### src/design/sha1_pkg.sv
// ============================================================================
// sha1_pkg
// Shared types, round constants and state encodings for the SHA-1 hasher.
// ============================================================================
`default_nettype none

package sha1_pkg;

    // Round constants, one for each group of twenty rounds.
    localparam logic [31:0] K_R0 = 32'h5a827999;
    localparam logic [31:0] K_R1 = 32'h6ed9eba1;
    localparam logic [31:0] K_R2 = 32'h8f1bbcdc;
    localparam logic [31:0] K_R3 = 32'hca62c1d6;

    // Initial chaining value H0..H4.
    localparam logic [31:0] H_INIT [5] = '{
        32'h67452301, 32'hefcdab89, 32'h98badcfe, 32'h10325476, 32'hc3d2e1f0
    };

    localparam int unsigned NUM_WORDS  = 16;
    localparam int unsigned NUM_DIGEST = 5;
    localparam int unsigned NUM_ROUNDS = 80;

    // Padding constants: the marker byte and the byte offset of the length.
    localparam logic [7:0] PAD_MARK   = 8'h80;
    localparam logic [5:0] LEN_OFFSET = 6'd56;
    localparam logic [5:0] LAST_POS   = 6'd63;

    localparam logic [6:0] LAST_ROUND = 7'(NUM_ROUNDS - 1);
    localparam logic [2:0] LAST_INDEX = 3'(NUM_DIGEST - 1);

    // Input beat: one message byte plus its flags.
    typedef struct packed {
        logic [7:0] data_byte;
        logic       byte_present;
        logic       end_of_message;
    } sha1_in_t;

    // Output beat: one digest word.
    typedef struct packed {
        logic [31:0] digest_word;
        logic [2:0]  word_index;
        logic        last_word;
    } sha1_out_t;

    // Writes into the message block buffer of the compression core.
    typedef struct packed {
        logic        byte_we;
        logic [5:0]  byte_pos;
        logic [7:0]  byte_data;
        logic        len_we;
        logic [63:0] len_bits;
    } sha1_load_t;

    // Top-level sequencer states.
    typedef enum logic [2:0] {
        ST_IDLE,
        ST_COMP,
        ST_PAD80,
        ST_PADZ,
        ST_LEN,
        ST_OUT
    } sha1_state_t;

    // Compression core states.
    typedef enum logic [1:0] {
        CS_IDLE,
        CS_ROUND,
        CS_ADD
    } sha1_core_state_t;

endpackage

`default_nettype wire

### src/design/sha1_round.sv
// ============================================================================
// sha1_round
// One SHA-1 round: boolean function, constant select and the five-way add.
// ============================================================================
`default_nettype none

module sha1_round (
    input  wire logic [6:0]  round,
    input  wire logic [31:0] a,
    input  wire logic [31:0] b,
    input  wire logic [31:0] c,
    input  wire logic [31:0] d,
    input  wire logic [31:0] e,
    input  wire logic [31:0] wt,
    output logic      [31:0] a_next,
    output logic      [31:0] b_next,
    output logic      [31:0] c_next,
    output logic      [31:0] d_next,
    output logic      [31:0] e_next
);
    import sha1_pkg::*;

    logic [31:0] f;
    logic [31:0] k;

    // Select the boolean function and constant for this group of rounds.
    always_comb
    begin
        if (round < 7'd20)
        begin
            f = (b & c) | (~b & d);
            k = K_R0;
        end
        else if (round < 7'd40)
        begin
            f = b ^ c ^ d;
            k = K_R1;
        end
        else if (round < 7'd60)
        begin
            f = (b & c) | (b & d) | (c & d);
            k = K_R2;
        end
        else
        begin
            f = b ^ c ^ d;
            k = K_R3;
        end
    end

    // Rotate the working variables and form the new A.
    assign a_next = {a[26:0], a[31:27]} + f + e + k + wt;
    assign b_next = a;
    assign c_next = {b[1:0], b[31:2]};
    assign d_next = c;
    assign e_next = d;

endmodule

`default_nettype wire

### src/design/sha1_core.sv
// ============================================================================
// sha1_core
// Iterative compression: block buffer, message schedule window, working
// variables and chaining value, one round per cycle.
// ============================================================================
`default_nettype none

module sha1_core (
    input  wire logic                  clk,
    input  wire logic                  rst_n,
    input  wire sha1_pkg::sha1_load_t  load,
    input  wire logic                  start,
    input  wire logic                  chain_init,
    input  wire logic [2:0]            chain_idx,
    output logic                       done,
    output logic      [31:0]           chain_word
);
    import sha1_pkg::*;

    sha1_core_state_t cs_reg, cs_next;
    logic [6:0]       round_reg, round_next;

    logic [31:0] a_reg, b_reg, c_reg, d_reg, e_reg;
    logic [31:0] w_reg [NUM_WORDS];
    logic [31:0] h_reg [NUM_DIGEST];

    logic [31:0] a_rnd, b_rnd, c_rnd, d_rnd, e_rnd;
    logic [31:0] w_new;
    logic [4:0]  lane_shift;

    // Shared round unit.
    sha1_round u_round (
        .round  (round_reg),
        .a      (a_reg),
        .b      (b_reg),
        .c      (c_reg),
        .d      (d_reg),
        .e      (e_reg),
        .wt     (w_reg[0]),
        .a_next (a_rnd),
        .b_next (b_rnd),
        .c_next (c_rnd),
        .d_next (d_rnd),
        .e_next (e_rnd)
    );

    // Schedule word sixteen rounds ahead of the window head.
    always_comb
    begin
        w_new = w_reg[13] ^ w_reg[8] ^ w_reg[2] ^ w_reg[0];
        w_new = {w_new[30:0], w_new[31]};
    end

    // The first byte of a word goes to its most significant lane.
    assign lane_shift = 5'd24 - {load.byte_pos[1:0], 3'b000};

    // Sequencer next state.
    always_comb
    begin
        cs_next    = cs_reg;
        round_next = round_reg;
        case (cs_reg)
            CS_IDLE:
            begin
                if (start)
                begin
                    cs_next    = CS_ROUND;
                    round_next = '0;
                end
            end
            CS_ROUND:
            begin
                round_next = round_reg + 7'd1;
                if (round_reg == LAST_ROUND)
                begin
                    cs_next = CS_ADD;
                end
            end
            CS_ADD:
            begin
                cs_next = CS_IDLE;
            end
            default:
            begin
                cs_next = CS_IDLE;
            end
        endcase
    end

    always_ff @(posedge clk or negedge rst_n)
    begin
        if (!rst_n)
        begin
            cs_reg    <= CS_IDLE;
            round_reg <= '0;
        end
        else
        begin
            cs_reg    <= cs_next;
            round_reg <= round_next;
        end
    end

    // Working variables and message schedule window.
    always_ff @(posedge clk)
    begin
        if (cs_reg == CS_IDLE && start)
        begin
            a_reg <= h_reg[0];
            b_reg <= h_reg[1];
            c_reg <= h_reg[2];
            d_reg <= h_reg[3];
            e_reg <= h_reg[4];
        end
        else if (cs_reg == CS_ROUND)
        begin
            a_reg <= a_rnd;
            b_reg <= b_rnd;
            c_reg <= c_rnd;
            d_reg <= d_rnd;
            e_reg <= e_rnd;
        end

        if (cs_reg == CS_ROUND)
        begin
            for (int i = 0; i < NUM_WORDS - 1; i++)
            begin
                w_reg[i] <= w_reg[i + 1];
            end
            w_reg[NUM_WORDS - 1] <= w_new;
        end
        else
        begin
            if (load.byte_we)
            begin
                w_reg[load.byte_pos[5:2]][lane_shift +: 8] <= load.byte_data;
            end
            if (load.len_we)
            begin
                w_reg[14] <= load.len_bits[63:32];
                w_reg[15] <= load.len_bits[31:0];
            end
        end
    end

    // Chaining value: reset to the initial constants, fold in each block.
    always_ff @(posedge clk or negedge rst_n)
    begin
        if (!rst_n)
        begin
            for (int i = 0; i < NUM_DIGEST; i++)
            begin
                h_reg[i] <= H_INIT[i];
            end
        end
        else if (cs_reg == CS_ADD)
        begin
            h_reg[0] <= h_reg[0] + a_reg;
            h_reg[1] <= h_reg[1] + b_reg;
            h_reg[2] <= h_reg[2] + c_reg;
            h_reg[3] <= h_reg[3] + d_reg;
            h_reg[4] <= h_reg[4] + e_reg;
        end
        else if (chain_init)
        begin
            for (int i = 0; i < NUM_DIGEST; i++)
            begin
                h_reg[i] <= H_INIT[i];
            end
        end
    end

    assign done       = (cs_reg == CS_ADD);
    assign chain_word = h_reg[chain_idx];

endmodule

`default_nettype wire

### src/design/sha1_message_hasher_top.sv
// ============================================================================
// sha1_message_hasher_top
// SHA-1 over a byte stream: byte packing, padding sequencer, digest output.
// ============================================================================
// Usage:
//   The item channel (item_valid/item_ready/item) takes one beat per message
//   byte; byte_present marks a real byte and end_of_message closes the
//   message. The result channel (result_valid/result_ready/result) returns
//   five beats per message, H0 first, with last_word set on H4.
//   A byte that does not fill a block is written straight into the block
//   buffer. The beat that fills a 64-byte block starts a compression (start,
//   80 rounds on the shared round unit, final add), during which item_ready
//   is low. At the end of a message the padding bytes are written one per
//   cycle, except while a compression runs, then the length words, with one
//   or two compressions, before the digest appears; the five words then
//   leave at one per cycle while the receiver accepts them.
//   The output register lets the next message start while the last digest
//   word waits; a stalled receiver holds the remaining words and the block
//   waits in its output state.
//   Reset clears the byte count, the length and the sequencer and loads the
//   initial chaining value; the block comes out of it idle and ready for bytes.
// ============================================================================
`default_nettype none

module sha1_message_hasher_top (
    input  wire logic                 clk,
    input  wire logic                 rst_n,
    input  wire logic                 item_valid,
    output logic                      item_ready,
    input  wire sha1_pkg::sha1_in_t   item,
    output logic                      result_valid,
    input  wire logic                 result_ready,
    output sha1_pkg::sha1_out_t       result
);
    import sha1_pkg::*;

    sha1_state_t state_reg, state_next;
    sha1_state_t after_reg, after_next;
    logic [5:0]  cnt_reg, cnt_next;
    logic [60:0] len_reg, len_next;
    logic [2:0]  widx_reg, widx_next;
    logic        out_valid_reg, out_valid_next;
    sha1_out_t   out_reg, out_next;

    sha1_load_t  load;
    logic        start;
    logic        chain_init;
    logic        core_done;
    logic [31:0] chain_word;
    logic        out_free;

    sha1_core u_core (
        .clk        (clk),
        .rst_n      (rst_n),
        .load       (load),
        .start      (start),
        .chain_init (chain_init),
        .chain_idx  (widx_reg),
        .done       (core_done),
        .chain_word (chain_word)
    );

    assign out_free = !out_valid_reg || result_ready;

    // Sequencer: byte intake, padding, length, digest readout.
    always_comb
    begin
        state_next     = state_reg;
        after_next     = after_reg;
        cnt_next       = cnt_reg;
        len_next       = len_reg;
        widx_next      = widx_reg;
        out_valid_next = out_valid_reg && !result_ready;
        out_next       = out_reg;
        item_ready     = 1'b0;
        start          = 1'b0;
        chain_init     = 1'b0;
        load.byte_we   = 1'b0;
        load.byte_pos  = cnt_reg;
        load.byte_data = item.data_byte;
        load.len_we    = 1'b0;
        load.len_bits  = {len_reg, 3'b000};

        case (state_reg)
            ST_IDLE:
            begin
                item_ready = 1'b1;
                if (item_valid)
                begin
                    if (item.end_of_message)
                    begin
                        state_next = ST_PAD80;
                    end
                    if (item.byte_present)
                    begin
                        load.byte_we = 1'b1;
                        len_next     = len_reg + 61'd1;
                        cnt_next     = cnt_reg + 6'd1;
                        if (cnt_reg == LAST_POS)
                        begin
                            start      = 1'b1;
                            state_next = ST_COMP;
                            after_next = item.end_of_message ? ST_PAD80 : ST_IDLE;
                        end
                    end
                end
            end
            ST_PAD80:
            begin
                load.byte_we   = 1'b1;
                load.byte_data = PAD_MARK;
                cnt_next       = cnt_reg + 6'd1;
                state_next     = ST_PADZ;
                if (cnt_reg == LAST_POS)
                begin
                    start      = 1'b1;
                    state_next = ST_COMP;
                    after_next = ST_PADZ;
                end
            end
            ST_PADZ:
            begin
                if (cnt_reg == LEN_OFFSET)
                begin
                    state_next = ST_LEN;
                end
                else
                begin
                    load.byte_we   = 1'b1;
                    load.byte_data = '0;
                    cnt_next       = cnt_reg + 6'd1;
                    if (cnt_reg == LAST_POS)
                    begin
                        start      = 1'b1;
                        state_next = ST_COMP;
                        after_next = ST_PADZ;
                    end
                end
            end
            ST_LEN:
            begin
                load.len_we = 1'b1;
                start       = 1'b1;
                cnt_next    = '0;
                state_next  = ST_COMP;
                after_next  = ST_OUT;
            end
            ST_COMP:
            begin
                if (core_done)
                begin
                    state_next = after_reg;
                end
            end
            ST_OUT:
            begin
                if (out_free)
                begin
                    out_valid_next       = 1'b1;
                    out_next.digest_word = chain_word;
                    out_next.word_index  = widx_reg;
                    out_next.last_word   = (widx_reg == LAST_INDEX);
                    widx_next            = widx_reg + 3'd1;
                    if (widx_reg == LAST_INDEX)
                    begin
                        widx_next  = '0;
                        len_next   = '0;
                        cnt_next   = '0;
                        chain_init = 1'b1;
                        state_next = ST_IDLE;
                    end
                end
            end
            default:
            begin
                state_next = ST_IDLE;
            end
        endcase
    end

    // Control registers.
    always_ff @(posedge clk or negedge rst_n)
    begin
        if (!rst_n)
        begin
            state_reg     <= ST_IDLE;
            after_reg     <= ST_IDLE;
            cnt_reg       <= '0;
            len_reg       <= '0;
            widx_reg      <= '0;
            out_valid_reg <= 1'b0;
        end
        else
        begin
            state_reg     <= state_next;
            after_reg     <= after_next;
            cnt_reg       <= cnt_next;
            len_reg       <= len_next;
            widx_reg      <= widx_next;
            out_valid_reg <= out_valid_next;
        end
    end

    // Output payload register.
    always_ff @(posedge clk)
    begin
        out_reg <= out_next;
    end

    assign result_valid = out_valid_reg;
    assign result       = out_reg;

endmodule

`default_nettype wire
### config.mk
export PLATFORM = sky130hd
export DESIGN_NAME = sha1_message_hasher_top
export DESIGN_NICKNAME = d
export VERILOG_FILES = /design/src/design/sha1_pkg.sv /design/src/design/sha1_round.sv /design/src/design/sha1_core.sv /design/src/design/sha1_message_hasher_top.sv
export SDC_FILE = /design/constraint.sdc
export NUM_CORES = 2
export LEC_CHECK = 0
export BUFFER_PORTS_ARGS = -buffer_cell sky130_fd_sc_hd__buf_2
export CAP_MARGIN = 20
export CORE_MARGIN = 2
export CORE_UTILIZATION = 40
export DETAILED_ROUTE_END_ITERATION = 10
export HOLD_SLACK_MARGIN = 0.15
export SLEW_MARGIN = 20
export SYNTH_ARGS = -nofsm -noshare
export SYNTH_HDL_FRONTEND = slang
export SYNTH_SLANG_ARGS = --single-unit
### constraint.sdc
create_clock -name clk -period 11.28 [get_ports clk]
set_clock_uncertainty 0.1 [all_clocks]
set_input_delay 2.256 -clock clk [delete_from_list [all_inputs] [get_ports clk]]
set_output_delay 2.256 -clock clk [all_outputs]
set_load 0.05 [all_outputs]
==> metrics.csv <==
stage,metric,value,unit
worst_setup_path,cp.required,11610,ps
layout,utilization,44.3,%
worst_setup_path,end_kind,flop,
global_routing,grt_pass1_wl,240000,µm
detailed_routing,wl,157000,µm
clock_tree,cts_tree,built,
timing,setup_tns,0,ps
layout,postLayoutCellArea,60100,µm²
worst_setup_path,startpoint_type,flop,
power_and_ir_drop,power_density,153,nW/µm²
logic_synthesis,synth.distinct_cells,99,
power_and_ir_drop,ir_drop,0.125,mV
placement,place_area,56600,µm²
placement,port-buffer-count,51,
global_routing,antenna_found_initial,2,
die,design.core.area,136000,µm²
hold_path,hold_class,reg -> reg,
worst_setup_path,timing.rr.end,u_core.a_reg[31]$_DFFE_PP_,
worst_setup_path,reg2reg_depth,28,
timing,setup_viol,0,
power_and_ir_drop,p_leak,24.3,nW
logic_synthesis,ys_ff_latch,954,
timing,fin_crit_sh,64.4,%
timing,postLayoutSetupSlackWorst,4010,ps
detailed_routing,postRouteAntennaNets,0,
placement,dp_hpwl,110000,µm
clock_tree,clk_latency,750,ps
clock_tree,cts_max_path_buffers,3,
die,die_w,374,µm
power_and_ir_drop,fin_total_pwr,9.21,mW
hold_path,hold-path-cell-count,2,
hold_path,hp-start,u_core.w_reg[5][3]$_DFFE_PP_,
worst_setup_path,arrival,7600,ps
placement,pre_cts_ws,4040,ps
worst_setup_path,max_stage_delay,500,ps
logic_synthesis,async_reset_ff_share,25.8,%
timing,timing_worst_slew_pin_value,1190,ps
clock_tree,clkSlewWorstSetupHoldPaths,60,ps
layout,largest_reg_flops,512,
detailed_routing,vias,41000,
clock_tree,cts_resized,0,
logic_synthesis,yosys_warnings,0,
worst_setup_path,r2r_slack,4010,ps
outcome,status,"complete, no violations",
worst_setup_path,r2r-start,u_core.round_reg[5]$_DFFE_PN0P_,
hold_path,min_to,u_core.w_reg[4][3]$_DFFE_PP_,
die,dieArea,140000,µm²
clock_tree,cts_buffers,104,
logic_synthesis,syn_avg_cell_area,9.91,µm²
global_routing,grt_pass1_vias,39500,
logic_synthesis,synth_top_area_share,38.8,%
global_routing,overflow,0,
global_routing,grt_max_degree,150,
clock_tree,cts.htree.levels,3,
worst_setup_path,worstSetupPathType,reg -> reg,
timing,fmax,138,MHz
detailed_routing,route.detailed.drc,0,
worst_setup_path,slowest_stage,fa_1,
logic_synthesis,netlist_area,54800,µm²
layout,area_delta_synth_final,9.75,%
logic_synthesis,dominantRegCellSynth,edfxtp_1,
timing,relSlewSlack,20.0,%
timing,finalHoldViolations,0,
detailed_routing,wl_per_cell,21.4,µm
layout,drive_gt1_share,7.40,%
timing,min_period,7270,ps
placement,place.gp.congestion,0.913,
logic_synthesis,syn-num-nets,5886,
detailed_routing,dr.pass1.iters,6,
flow_run,maxCapViolations,0,
logic_synthesis,synth_seq_area_share,50.3,%
die,io_pins,52,
timing,rsz0062_at_grt,false,
clock_tree,cts.sinks,954,
logic_synthesis,synth_area_leaders,"edfxtp_1 39%, nand2_1 8.2%, dfrtp_1 7.6%",
worst_setup_path,startpoint,u_core.round_reg[5]$_DFFE_PN0P_,
timing,drv_slew,0,
die,initial_core_util,40.4,%
worst_setup_path,worstPathMaxFanout,31,
die,std_cell_rows,135,
clock_tree,cts_setup_buffers,0,
detailed_routing,vias_per_cell,5.60,
layout,nets,5821,
global_routing,grtUsageTotal,22.1,%
detailed_routing,drt-initial-drc-count,3663,
logic_synthesis,syn_inst,5524,
die,fp.dieH,374,µm
layout,n_antenna_cell,0,
clock_tree,cts_hold_buffers,0,
logic_synthesis,synth-edff-count,708,
logic_synthesis,yosysTopAreaCell,edfxtp_1,
clock_tree,cts-root-buf,clkbuf_16,
-- report_power, final --
group          total, mW  switching [mW]  internal [mW]
Sequential          4.07           0.180           3.89
Combinational       1.62            1.11          0.509
Clock               3.52            1.51           2.01
-- cell usage in the layout (no fill, tap or decap), types with 27 or more instances in the layout --
cell          n
a21o_1       84
a21oi_1     281
and3_1       27
buf_2        50
buf_4        35
clkbuf_1     34
clkbuf_16   106
dfrtp_1     164
dfstp_2      80
edfxtp_1    708
fa_1        120
ha_1        228
inv_1       212
mux2_2       30
mux2i_1      74
nand2_1    1201
nand2b_1     43
nand3_1      95
nor2_1      350
nor2b_1      45
nor3_1       53
o211ai_1     35
o21a_1       33
o21ai_0     629
o21ai_1      97
o21bai_1     27
o22ai_1      38
xnor2_1     182
xor2_1      123
-- worst max-delay path, delay by kind of cell, from the launching register on --
| kind | cells | cell delay [ps] |
|---|---|---|
| AO/OA/AOI/OAI | 12 | 2710 |
| XOR/XNOR | 2 | 270 |
| adder cells (fa/ha/maj) | 4 | 1570 |
| buffers and inverters | 7 | 1110 |
| flip-flops | 1 | 440 |
| AND/OR/NAND/NOR | 3 | 700 |
-- cell usage after synthesis (7+ instances only) --
| cell | instances |
|---|---|
| nand3_1 | 95 |
| o21bai_1 | 27 |
| ha_1 | 228 |
| mux2_2 | 30 |
| dfstp_2 | 80 |
| o22ai_1 | 38 |
| nand4_1 | 21 |
| a21o_1 | 84 |
| edfxtp_1 | 708 |
| nand2b_1 | 46 |
| o211ai_1 | 35 |
| o21ai_0 | 629 |
| clkbuf_1 | 164 |
| nor3_1 | 59 |
| a31oi_1 | 20 |
| buf_1 | 25 |
| o22a_1 | 11 |
| inv_1 | 214 |
| xnor2_1 | 182 |
| nor4_1 | 8 |
| dfrtp_1 | 166 |
| nand2_1 | 1203 |
| and3_1 | 27 |
| mux2i_1 | 74 |
| fa_1 | 120 |
| o32ai_1 | 19 |
| and2_1 | 13 |
| a211oi_1 | 17 |
| o21a_1 | 34 |
| a21oi_1 | 281 |
| nor2b_1 | 46 |
| o21ai_1 | 98 |
| xor2_1 | 123 |
| or3_1 | 19 |
| o31ai_1 | 19 |
| buf_2 | 71 |
| nor2_1 | 353 |
| o32a_1 | 7 |
-- metrics by stage --
stage	hold slack, ps	cells
floorplan	345	5524
global placement	397	7133
detailed placement	406	7133
CTS	403	7331
global route	439	7332
finish	406	7332
-- cells by family after synthesis --
kind of cell	share of synthesized area (%)
flip-flops	50.3
AND/OR/NAND/NOR	14.7
adder cells (fa/ha/maj)	9.60
buffers and inverters	3.46
multiplexers	2.03
XOR/XNOR	4.91
AO/OA/AOI/OAI	15.1
-- area by class of cell --
cell class / instances / area [µm²]
clock buffers: 147 / 2880
inverters: 218 / 823
well taps: 1781 / 2230
flip-flops and latches: 954 / 27500
fillers: 13000 / 75500
repair buffers: 90 / 591
clock inverters: 51 / 588
multi-input cells: 4091 / 25500
-- metal layers --
metal / global-route usage [%] / share of wire [%] / wire length, µm
met1: 31.0 / 45 / 70100
met3: 3.21 / 6.3 / 9960
met2: 35.3 / 46 / 72200
met5: 0 / 0 / 0
met4: 7.02 / 3.2 / 5000
-- worst max path at each step --
stage	to	slack [ps]	cells after the start
after floorplan	u_core.a_reg[0]$_DFFE_PP_	4250	8
final	u_core.a_reg[31]$_DFFE_PP_	4010	28
after CTS	u_core.a_reg[31]$_DFFE_PP_	4000	28
after detailed placement	u_core.a_reg[31]$_DFFE_PP_	4040	28
after global routing	u_core.a_reg[31]$_DFFE_PP_	3680	28
after global placement	u_core.a_reg[31]$_DFFE_PP_	4260	28
Note: power is estimated with default switching activity, not from simulation.
